$ cat config.mk
export PLATFORM = sky130hd
export DESIGN_NAME = button_press_classifier_core
export DESIGN_NICKNAME = d
export VERILOG_FILES = /design/src/design/bpc_pkg.sv /design/src/design/bpc_cfg_regs.sv /design/src/design/bpc_step.sv /design/src/design/bpc_out_buf.sv /design/src/design/button_press_classifier_core.sv
export VERILOG_INCLUDE_DIRS = /design/src /design/src/design
export SDC_FILE = /design/constraint.sdc
export NUM_CORES = 1
export LEC_CHECK = 0
export BUFFER_PORTS_ARGS = -buffer_cell sky130_fd_sc_hd__buf_4
export CORE_ASPECT_RATIO = 1.2
export CORE_UTILIZATION = 55
export CTS_CLUSTER_DIAMETER = 80
export DETAILED_ROUTE_END_ITERATION = 8
export PLACE_DENSITY = 0.79
export SYNTH_ARGS = -nofsm -noshare
export SYNTH_HDL_FRONTEND = slang
export SYNTH_SLANG_ARGS = --single-unit
$ cat constraint.sdc
create_clock -name clk -period 3.3 [get_ports clk]
set_clock_uncertainty 0.2 [all_clocks]
set_input_delay 0.165 -clock clk [delete_from_list [all_inputs] [get_ports clk]]
set_output_delay 0.165 -clock clk [all_outputs]
set_load 0.02 [all_outputs]
$ cat src/design/button_press_classifier_core_defines.svh
//------------------------------------------------------------------------------
// button press classifier assertion macros
// concurrent assertion wrappers, empty when SYNTH is defined
//------------------------------------------------------------------------------
`ifndef BUTTON_PRESS_CLASSIFIER_CORE_DEFINES_SVH
`define BUTTON_PRESS_CLASSIFIER_CORE_DEFINES_SVH

`ifndef SYNTH
// checked only outside reset
`define BPC_ASSERT(lbl, clk, rst_n, prop) \
	lbl: assert property (@(posedge clk) disable iff (!rst_n) prop) \
	else $error("bpc assertion failed");
// checked at every edge, reset included
`define BPC_ASSERT_ALWAYS(lbl, clk, prop) \
	lbl: assert property (@(posedge clk) prop) \
	else $error("bpc assertion failed");
`else
`define BPC_ASSERT(lbl, clk, rst_n, prop)
`define BPC_ASSERT_ALWAYS(lbl, clk, prop)
`endif

`endif

$ cat src/design/bpc_pkg.sv
//------------------------------------------------------------------------------
// bpc_pkg
// shared codes, widths and types of the button press classifier
//------------------------------------------------------------------------------
`timescale 1ns / 1ps

package bpc_pkg;

	localparam int TICK_W  = 10;
	localparam int PRESS_W = 8;
	localparam int PHASE_W = 2;
	localparam int EVENT_W = 3;
	localparam int CFG_IDX_W = 2;

	// phase codes
	localparam logic [PHASE_W-1:0] PH_IDLE     = 2'd0;
	localparam logic [PHASE_W-1:0] PH_PRESSED  = 2'd1;
	localparam logic [PHASE_W-1:0] PH_RELEASED = 2'd2;

	// event codes
	localparam logic [EVENT_W-1:0] EV_NONE    = 3'd0;
	localparam logic [EVENT_W-1:0] EV_SHORT   = 3'd1;
	localparam logic [EVENT_W-1:0] EV_LONG    = 3'd2;
	localparam logic [EVENT_W-1:0] EV_TIMEOUT = 3'd3;
	localparam logic [EVENT_W-1:0] EV_GLITCH  = 3'd4;

	// operation codes
	localparam logic OP_PIN  = 1'b0;
	localparam logic OP_TICK = 1'b1;

	// register indexes
	localparam logic [CFG_IDX_W-1:0] CFG_SHORT_HOLD = 2'd0;
	localparam logic [CFG_IDX_W-1:0] CFG_LONG_HOLD  = 2'd1;
	localparam logic [CFG_IDX_W-1:0] CFG_TIMEOUT    = 2'd2;

	localparam logic [TICK_W-1:0] SHORT_HOLD_RST = 10'd40;
	localparam logic [TICK_W-1:0] LONG_HOLD_RST  = 10'd80;
	localparam logic [TICK_W-1:0] TIMEOUT_RST    = 10'd197;

	localparam logic [TICK_W-1:0]  TICK_MAX  = '1;
	localparam logic [PRESS_W-1:0] PRESS_MAX = '1;

	typedef struct packed {
		logic [TICK_W-1:0] short_hold;
		logic [TICK_W-1:0] long_hold;
		logic [TICK_W-1:0] timeout;
	} bpc_cfg_t;

	typedef struct packed {
		logic [PHASE_W-1:0] phase;
		logic [TICK_W-1:0]  elapsed;
		logic [PRESS_W-1:0] quick_presses;
		logic               counting;
	} bpc_state_t;

	typedef struct packed {
		logic [EVENT_W-1:0] event_kind;
		logic [PRESS_W-1:0] press_count;
	} bpc_result_t;

endpackage

$ cat src/design/bpc_cfg_regs.sv
//------------------------------------------------------------------------------
// bpc_cfg_regs
// hold and timeout threshold registers with indexed write port
//------------------------------------------------------------------------------
`timescale 1ns / 1ps

module bpc_cfg_regs (
	input  logic                         clk,
	input  logic                         arst_n,
	input  logic                         cfg_valid,
	input  logic [bpc_pkg::CFG_IDX_W-1:0] cfg_index,
	input  logic [bpc_pkg::TICK_W-1:0]   cfg_data,
	output bpc_pkg::bpc_cfg_t            cfg
);
	import bpc_pkg::*;

	bpc_cfg_t cfg_q;

	always_ff @(posedge clk or negedge arst_n) begin
		if (!arst_n) begin
			cfg_q.short_hold <= SHORT_HOLD_RST;
			cfg_q.long_hold  <= LONG_HOLD_RST;
			cfg_q.timeout    <= TIMEOUT_RST;
		end else if (cfg_valid) begin
			case (cfg_index)
				CFG_SHORT_HOLD: cfg_q.short_hold <= cfg_data;
				CFG_LONG_HOLD:  cfg_q.long_hold  <= cfg_data;
				CFG_TIMEOUT:    cfg_q.timeout    <= cfg_data;
				default: begin
					// index beyond the register list: dropped
				end
			endcase
		end
	end

	assign cfg = cfg_q;

endmodule

$ cat src/design/bpc_step.sv
//------------------------------------------------------------------------------
// bpc_step
// next-state and event logic for one pin change or tick word
//------------------------------------------------------------------------------
`timescale 1ns / 1ps

module bpc_step (
	input  bpc_pkg::bpc_cfg_t    cfg,
	input  bpc_pkg::bpc_state_t  cur,
	input  logic                 operation,
	input  logic                 pin_level,
	output bpc_pkg::bpc_state_t  nxt,
	output bpc_pkg::bpc_result_t res
);
	import bpc_pkg::*;

	logic first_hold;

	assign first_hold = (cur.quick_presses == '0);

	always_comb begin
		nxt = cur;
		res.event_kind = EV_NONE;
		if (operation == OP_PIN) begin
			// any pin change stops the timer, continuing paths restart it
			nxt.counting = 1'b0;
			case (cur.phase)
				PH_IDLE: begin
					if (pin_level) begin
						nxt.counting = 1'b1;
						nxt.phase    = PH_PRESSED;
					end
				end
				PH_PRESSED: begin
					if (pin_level) begin
						nxt.phase         = PH_IDLE;
						nxt.quick_presses = '0;
						nxt.elapsed       = '0;
						res.event_kind    = EV_GLITCH;
					end else if (first_hold && cur.elapsed >= cfg.long_hold) begin
						nxt.phase         = PH_IDLE;
						nxt.quick_presses = '0;
						nxt.elapsed       = '0;
						res.event_kind    = EV_LONG;
					end else if (first_hold && cur.elapsed >= cfg.short_hold) begin
						nxt.phase         = PH_IDLE;
						nxt.quick_presses = '0;
						nxt.elapsed       = '0;
						res.event_kind    = EV_SHORT;
					end else begin
						nxt.phase    = PH_RELEASED;
						nxt.counting = 1'b1;
						if (cur.quick_presses != PRESS_MAX)
							nxt.quick_presses = cur.quick_presses + PRESS_W'(1);
					end
				end
				PH_RELEASED: begin
					if (pin_level) begin
						nxt.counting = 1'b1;
						nxt.phase    = PH_PRESSED;
					end else begin
						nxt.phase         = PH_IDLE;
						nxt.quick_presses = '0;
						nxt.elapsed       = '0;
						res.event_kind    = EV_GLITCH;
					end
				end
				default: begin
					nxt.phase         = PH_IDLE;
					nxt.quick_presses = '0;
					nxt.elapsed       = '0;
					res.event_kind    = EV_GLITCH;
				end
			endcase
			res.press_count = nxt.quick_presses;
		end else begin
			// timeout reports the count before it is cleared
			res.press_count = cur.quick_presses;
			if (cur.counting) begin
				if (cur.elapsed > cfg.timeout) begin
					nxt.counting      = 1'b0;
					nxt.phase         = PH_IDLE;
					nxt.quick_presses = '0;
					nxt.elapsed       = '0;
					res.event_kind    = EV_TIMEOUT;
				end else if (cur.elapsed != TICK_MAX) begin
					nxt.elapsed = cur.elapsed + TICK_W'(1);
				end
			end
		end
	end

endmodule

$ cat src/design/bpc_out_buf.sv
//------------------------------------------------------------------------------
// bpc_out_buf
// two-word result buffer between the step logic and the result channel
//------------------------------------------------------------------------------
`timescale 1ns / 1ps

module bpc_out_buf (
	input  logic                 clk,
	input  logic                 arst_n,
	input  logic                 push,
	input  bpc_pkg::bpc_result_t push_data,
	output logic                 full,
	output logic                 result_valid,
	input  logic                 result_stall,
	output bpc_pkg::bpc_result_t head
);
	import bpc_pkg::*;

	`include "button_press_classifier_core_defines.svh"

	bpc_result_t slot_q [2];
	logic        wr_ptr_q;
	logic        rd_ptr_q;
	logic [1:0]  count_q;
	logic        pop;

	assign full         = (count_q == 2'd2);
	assign result_valid = (count_q != 2'd0);
	assign pop          = result_valid && !result_stall;
	assign head         = slot_q[rd_ptr_q];

	always_ff @(posedge clk) begin
		if (push)
			slot_q[wr_ptr_q] <= push_data;
	end

	always_ff @(posedge clk or negedge arst_n) begin
		if (!arst_n) begin
			wr_ptr_q <= 1'b0;
			rd_ptr_q <= 1'b0;
			count_q  <= 2'd0;
		end else begin
			if (push)
				wr_ptr_q <= ~wr_ptr_q;
			if (pop)
				rd_ptr_q <= ~rd_ptr_q;
			case ({push, pop})
				2'b10:   count_q <= count_q + 2'd1;
				2'b01:   count_q <= count_q - 2'd1;
				default: count_q <= count_q;
			endcase
		end
	end

	`BPC_ASSERT_ALWAYS(a_count_bound, clk, !arst_n || count_q != 2'd3)
	`BPC_ASSERT(a_no_push_full, clk, arst_n, full |-> !push)
	`BPC_ASSERT(a_ptr_gap, clk, arst_n, (!result_valid || full) |-> (wr_ptr_q == rd_ptr_q))

endmodule

$ cat src/design/button_press_classifier_core.sv
//------------------------------------------------------------------------------
// button_press_classifier_core
// hold, quick press, timeout and glitch classifier for one debounced button
//------------------------------------------------------------------------------
// item channel (item_valid / item_stall): one word per pin change or timer
//   tick; operation 0 is a pin change carrying pin_level, 1 is a tick.
// result channel (result_valid / result_stall): exactly one word per item,
//   event_kind and press_count, in item order.
// cfg channel (cfg_valid / cfg_ready): writes short hold, long hold and
//   timeout thresholds by index; always ready. thresholds are written while
//   the block idles, a rule for the user that the block does not enforce.
// an accepted item waits in the input register; the step logic updates phase,
//   tick count and press count and pushes the result word into a two-word
//   output buffer, raising result_valid. one item per cycle if it is not full.
// when the receiver stalls the buffer fills; once full and an item waits in
//   the input register, item_stall rises until a result word is taken.
// reset empties the buffer and input register, returns the phase to idle with
//   zero counts and the timer stopped, and loads thresholds 40, 80 and 197.
//------------------------------------------------------------------------------
`timescale 1ns / 1ps

module button_press_classifier_core (
	input  logic                          clk,
	input  logic                          arst_n,
	input  logic                          item_valid,
	output logic                          item_stall,
	input  logic                          operation,
	input  logic                          pin_level,
	output logic                          result_valid,
	input  logic                          result_stall,
	output logic [bpc_pkg::EVENT_W-1:0]   event_kind,
	output logic [bpc_pkg::PRESS_W-1:0]   press_count,
	input  logic                          cfg_valid,
	output logic                          cfg_ready,
	input  logic [bpc_pkg::CFG_IDX_W-1:0] cfg_index,
	input  logic [bpc_pkg::TICK_W-1:0]    cfg_data
);
	import bpc_pkg::*;

	`include "button_press_classifier_core_defines.svh"

	bpc_cfg_t    cfg;
	bpc_state_t  state_q;
	bpc_state_t  state_nxt;
	bpc_result_t res;
	bpc_result_t head;
	logic        valid_s1;
	logic        op_s1;
	logic        pin_s1;
	logic        buf_full;
	logic        fire;
	logic        take;

	assign cfg_ready  = 1'b1;
	assign fire       = valid_s1 && !buf_full;
	assign item_stall = valid_s1 && buf_full;
	assign take       = item_valid && !item_stall;

	bpc_cfg_regs u_cfg (
		.clk       (clk),
		.arst_n    (arst_n),
		.cfg_valid (cfg_valid && cfg_ready),
		.cfg_index (cfg_index),
		.cfg_data  (cfg_data),
		.cfg       (cfg)
	);

	// input register
	always_ff @(posedge clk or negedge arst_n) begin
		if (!arst_n)
			valid_s1 <= 1'b0;
		else if (take)
			valid_s1 <= 1'b1;
		else if (fire)
			valid_s1 <= 1'b0;
	end

	always_ff @(posedge clk) begin
		if (take) begin
			op_s1  <= operation;
			pin_s1 <= pin_level;
		end
	end

	bpc_step u_step (
		.cfg       (cfg),
		.cur       (state_q),
		.operation (op_s1),
		.pin_level (pin_s1),
		.nxt       (state_nxt),
		.res       (res)
	);

	always_ff @(posedge clk or negedge arst_n) begin
		if (!arst_n) begin
			state_q.phase         <= PH_IDLE;
			state_q.elapsed       <= '0;
			state_q.quick_presses <= '0;
			state_q.counting      <= 1'b0;
		end else if (fire) begin
			state_q <= state_nxt;
		end
	end

	bpc_out_buf u_out (
		.clk          (clk),
		.arst_n       (arst_n),
		.push         (fire),
		.push_data    (res),
		.full         (buf_full),
		.result_valid (result_valid),
		.result_stall (result_stall),
		.head         (head)
	);

	assign event_kind  = head.event_kind;
	assign press_count = head.press_count;

	`BPC_ASSERT(a_stall_holds_word, clk, arst_n, item_stall |-> valid_s1)
	`BPC_ASSERT(a_event_ends_seq, clk, arst_n, (fire && res.event_kind != EV_NONE) |=> (state_q.phase == PH_IDLE && state_q.quick_presses == '0 && state_q.elapsed == '0))
	`BPC_ASSERT(a_timer_in_seq, clk, arst_n, state_q.counting |-> (state_q.phase != PH_IDLE))

endmodule
==> summary.txt, run 1 <==
status: finished with violations
failing checks: design-rule violations
PwrDens: 618 nW/um2
Seq/Total Area, Yosys: 0.471
Final Critical Period: 3040 ps
DIE HEIGHT: 101 um
most common cell after layout, fill and taps aside: dfrtp_1
routability cong.: 0.862
worst skew pair latency: 360 ps
Critical path buffers and inverters: 1
GR Util All Layers: 0.238
setup bufs post-CTS: 0
Slew HR: 0.392
share of cells above drive strength 1: 0.212
cts repair resizes: 0
final setup TNS: 0 ps
clock slew at the register clock pins of the worst setup and hold paths: 90 ps
Final ANT Viol Nets: 0
Hold-fix buffers, CTS: 22
number of diodes: 0
final core occ: 0.669
area growth from synthesis to layout: 15.7%
CP Data Arrival Time: 3100 ps
Max clock buf depth: 2
core footprint: 7840 um2
Most used DFF post-synth: dfrtp_1
area of placed instances: 4830 um2
final setup fails: 0
TritonCTS clock tree: built
clock root cell: clkbuf_8
routed vias: 3472
Remaining DRCs: 1
vias in the first global route: 3461
Peak VDD IR: 477 uV
Design Area, Final: 5240 um2
Syn Inst Count: 431
fmax: 0.329 GHz
most frequent cells in the layout: 48 x dfrtp_1, 40 x inv_1, 34 x nand2_1, 34 x ha_1, 34 x buf_4
worst slew pin tran: 908 ps
initial antenna violation count: 0
total gr overflow: 0
kind of critical path: register to register
DP HPWL: 6690 um
first-pass GRT wire length: 15800 um
crit start category: register
die width: 84.9 um
I/O pins: 33
Sink Count: 80
port bufs: 31
CP delay by family, top: compound AO/OA/AOI/OAI gates
Slew Viols, Final: 0
drt via density: 5.96
First DRT Iteration DRCs: 251
RSZ-0062 raised after global routing: false
depth of the CTS H-tree: 3
Hold Path Class: primary input to register
Synth cell types: 63
final worst-path cycle share: 0.922
max-cap violation count: 0
FF+latch count, synth: 80
leakage: 2.33 nW
Detailed Route WL: 9620 um
yosys warns: 0
Die Area: 8610 um2
CP max stage cell: a21o_2
FP Rows: 35
CP required: 3360 ps
placed cells: 545
mapped cell area: 4530 um2
syn_nets: 484
nets@finish: 539
Worst setup EP type: register
crit path max fanout: 24
Largest stage delay, worst path: 460 ps
Starting Density: 0.578
Synth Area per Inst: 10.5 um2
Hold Slack: 8.95 ps
post-DR wirelength/cell: 16.5 um
largest net degree at the start of global routing: 57
Final Non-Filler Cells: 583
drt pass-1 iters: 7
CP most frequent cell: nor3_1
total CTS buffers: 9
Async S/R FF share, synth: 0.700
Final Hold Fails: 0
number of flops mapped to enable cells by yosys: 24
Cell Chain, Critical Path: inv_1 > ha_1 > nand2b_1 > a211oi_1 > nor3_1 > nor3_1 > a21o_2 > nand3_1 > o311ai_1
==> logic make-up (layout without fill, tap and decap cells) <==
| logic type | after synthesis | count (layout) | synth area share |
|---|---|---|---|
| compound gates | 94 | 94 | 0.142 |
| xor+xnor | 5 | 5 | 0.00967 |
| fa+ha+maj | 34 | 34 | 0.0939 |
| buf+inv | 52 | 112 | 0.0492 |
| flops | 80 | 80 | 0.471 |
| mux | 33 | 33 | 0.0817 |
| other cells | 1 | 1 | 0.000828 |
| simple gates | 132 | 132 | 0.152 |
==> flip-flops by register name (all words and copies together), names as in the netlist <==
signal          count
u_out.slot_q       22
u_out.rd_ptr_q      1
valid_s1            1
op_s1               1
pin_s1              1
u_out.count_q       2
u_cfg.cfg          30
u_out.wr_ptr_q      1
state_q            21
==> synth_stat cells (2+ instances only) <==
library cell	n	area share
xnor2_1	3	0.0058
a32o_1	2	0.0044
nor2b_1	3	0.0041
buf_1	2	0.0017
nand2b_1	5	0.0069
nor3b_2	2	0.0055
buf_2	2	0.0022
nand2_1	34	0.028
o22ai_1	3	0.0041
nor2_1	18	0.015
or3_1	2	0.0028
a21o_1	3	0.0050
a41oi_1	4	0.0077
edfxtp_1	24	0.16
nor3_1	9	0.0099
nand3_1	23	0.025
o21ai_0	24	0.027
nand4_1	8	0.011
nand3b_1	3	0.0050
clkbuf_1	4	0.0033
buf_4	2	0.0033
a211o_1	5	0.0097
xor2_1	2	0.0039
o31ai_1	2	0.0033
inv_1	40	0.033
ha_1	34	0.094
a21oi_1	22	0.024
dfrtp_1	48	0.27
and3_1	13	0.018
a31oi_1	11	0.015
and2b_1	2	0.0033
mux2_2	32	0.080
dfstp_2	8	0.046
a211oi_1	3	0.0050
==> cell type report <==
cell class | count | area (um2)
clock buffer | 9 | 124
clock inverter | 7 | 71.3
fill | 607 | 2590
inverter | 40 | 150
multi-input combinational | 299 | 2180
sequential | 80 | 2130
tap | 92 | 115
timing repair buffer | 56 | 475
==> report_power, final <==
group	leakage [nW]	total, mW	switching [mW]	internal, mW
Combinational	1.31	1.07	0.589	0.477
Sequential	0.924	1.44	0.164	1.27
Clock	0.0933	0.736	0.386	0.349
Total	2.33	3.24	1.14	2.10
==> worst register-to-register path: cells and delay by family (launching register included) <==
kind	cells	cell delay [ps]
buffers and inverters	1	180
flip-flops	1	450
adder cells (fa/ha/maj)	1	270
AO/OA/AOI/OAI	3	1050
AND/OR/NAND/NOR	4	820
==> stage by stage <==
| stage | worst slack (ps) | power, mW |
|---|---|---|
| final | 257 | 3.24 |
| after global routing | 75.4 | 3.40 |
| after CTS | 303 | 3.25 |
| after detailed placement | 337 | 2.49 |
| after global placement | 395 | 2.44 |
| after floorplan | 852 | 2.14 |
==> per-layer routing <==
layer  wire length (um)  vias up  global-route usage
met1               4000     1659               0.279
met2               4950      101               0.425
li1                   -     1686                   -
met5                  0        -                   0
met3                413       26              0.0465
met4                255        0               0.107
==> path summary, 6_finish.rpt <==
path	startpoint	to	slack (ps)	cells after the start
setup reg to reg	state_q[9]$_DFFE_PN0P_	state_q[6]$_DFFE_PN0P_	260	9
setup / recovery	state_q[9]$_DFFE_PN0P_	state_q[6]$_DFFE_PN0P_	260	9
hold / removal	cfg_index[1]	u_cfg.cfg[27]$_DFFE_PN0P_	9	3
min in group asynchronous	arst_n	u_cfg.cfg[27]$_DFFE_PN0P_	190	2
hold reg to reg	u_cfg.cfg[11]$_DFFE_PN0P_	u_cfg.cfg[11]$_DFFE_PN0P_	310	1
max in group asynchronous	arst_n	u_cfg.cfg[13]$_DFFE_PN0P_	2210	2
Note: power is estimated with default switching activity, not from simulation.
==> run 2, diff against run 1 <==
- CORE_UTILIZATION: 55 -> 50
- PLACE_DENSITY: 0.79 -> 0.73
==> summary.txt, run 2 (synthesized netlist as in run 1, its figures left out) <==
number of diodes: 0
drt pass-1 iters: 5
Clk pwr share: 0.264
share of cells above drive strength 1: 0.213
clock slew at the register clock pins of the worst setup and hold paths: 80 ps
crit path max fanout: 24
Comb power frac: 0.308
Cell Chain, Critical Path: inv_1 > ha_1 > a21o_1 > a21oi_1 > nor3b_1 > nor3_1 > a21o_2 > nand3_1 > o311ai_1
Slew HR: 0.422
GR Util All Layers: 0.219
core footprint: 8700 um2
most frequent cells in the layout: 48 x dfrtp_1, 40 x inv_1, 34 x nand2_1, 34 x ha_1, 34 x buf_4
Peak VDD IR: 335 uV
r2r startpoint: u_cfg.cfg[23]$_DFFE_PN1P_
switch share: 0.326
Remaining DRCs: 0
Internal: 2.26 mW
Largest stage delay, worst path: 530 ps
depth of the CTS H-tree: 3
routed vias: 3434
leakage: 2.33 nW
RSZ-0062 raised after global routing: false
area growth from synthesis to layout: 16.1%
crit path launch: u_cfg.cfg[23]$_DFFE_PN1P_
worst slew pin tran: 864 ps
clock root cell: clkbuf_8
final setup fails: 0
DIE HEIGHT: 106 um
fmax: 0.333 GHz
Design Area, Final: 5260 um2
drt via density: 5.71
final setup TNS: 0 ps
nets@finish: 532
DP HPWL: 6620 um
I/O pins: 33
routability cong.: 0.863
Detailed Route WL: 9410 um
CP Data Arrival Time: 3060 ps
Switch Pwr: 1.09 mW
Slew Viols, Final: 0
Hold-fix buffers, CTS: 15
port bufs: 31
CP max stage cell: dfstp_2
first-pass GRT wire length: 15700 um
min-delay src: cfg_index[0]
most common cell after layout, fill and taps aside: dfrtp_1
Sink Count: 80
Final Hold Fails: 0
Final ANT Viol Nets: 0
kind of critical path: register to register
initial antenna violation count: 0
Hold Path Class: primary input to register
total CTS buffers: 9
crit start category: register
Max clock buf depth: 2
vias in the first global route: 3322
max FFs per register: 30
final worst-path cycle share: 0.910
Die Area: 9450 um2
TritonCTS clock tree: built
largest net degree at the start of global routing: 57
status: finished, final reports clean
FP Rows: 37
PwrDens: 637 nW/um2
First DRT Iteration DRCs: 219
setup bufs post-CTS: 0
Sequential Power Share: 0.427
Starting Density: 0.521
max-cap violation count: 0
Worst setup EP type: register
CP required: 3360 ps
die width: 88.9 um
post-DR wirelength/cell: 15.7 um
worst skew pair latency: 370 ps
cts repair resizes: 0
Final Critical Period: 3000 ps
area of placed instances: 4860 um2
total gr overflow: 0
-- run 2: metal layers --
metal  vias up  GRT usage  share of wire
met4         0     0.0979          0.025
met3        21     0.0342          0.033
met5         -          0              0
met1      1662      0.283           0.43
li1       1676          -              -
met2        75      0.358           0.51
-- run 2: worst paths after layout --
check | end | slack [ps] | cells past startpoint
worst min-delay path | u_cfg.cfg[23]$_DFFE_PN1P_ | 80 | 5
worst max-delay path | state_q[6]$_DFFE_PN0P_ | 300 | 9
max in group asynchronous | u_cfg.cfg[3]$_DFFE_PN0P_ | 2210 | 2
min in group asynchronous | u_cfg.cfg[17]$_DFFE_PN0P_ | 200 | 2
worst min register to register | u_out.wr_ptr_q$_DFFE_PN0P_ | 300 | 1
worst max register to register | state_q[6]$_DFFE_PN0P_ | 300 | 9
-- run 2: stage by stage --
step	power, mW	setup slack, ps	hold slack, ps	util	std cells
after detailed placement	2.47	337	71.7	0.558	570
after floorplan	2.14	852	-331	-	431
after global routing	3.56	50.3	114	0.604	601
after global placement	2.43	456	65.5	0.558	570
after CTS	3.37	311	79.4	0.604	601
final	3.35	297	81.8	0.604	601
-- run 2: area by class of cell --
type                            instances  area (um2)
Timing Repair Buffer                   49         405
Fill cell                             766        3440
Multi-Input combinational cell        299        2180
Sequential cell                        80        2130
Clock buffer                           13         181
Tap cell                              117         146
Clock inverter                          3        68.8
Inverter                               40         150
-- run 2: worst max-delay path, delay by kind of cell (launching register included) --
kind / cells / cell delay [ps]
compound gates: 4 / 1160
fa+ha+maj: 1 / 310
buf+inv: 1 / 50
flops: 1 / 530
simple gates: 3 / 650
-- run 2: power groups by stage --
stage          clock (mW)  sequential [mW]  combinational (mW)
3_3_place_gp            0             1.44               0.993
5_1_grt             0.934             1.47                1.16
2_1_floorplan           0             1.39               0.750
4_1_cts             0.895             1.43                1.04
6_report            0.886             1.43                1.03
3_5_place_dp            0             1.46                1.01
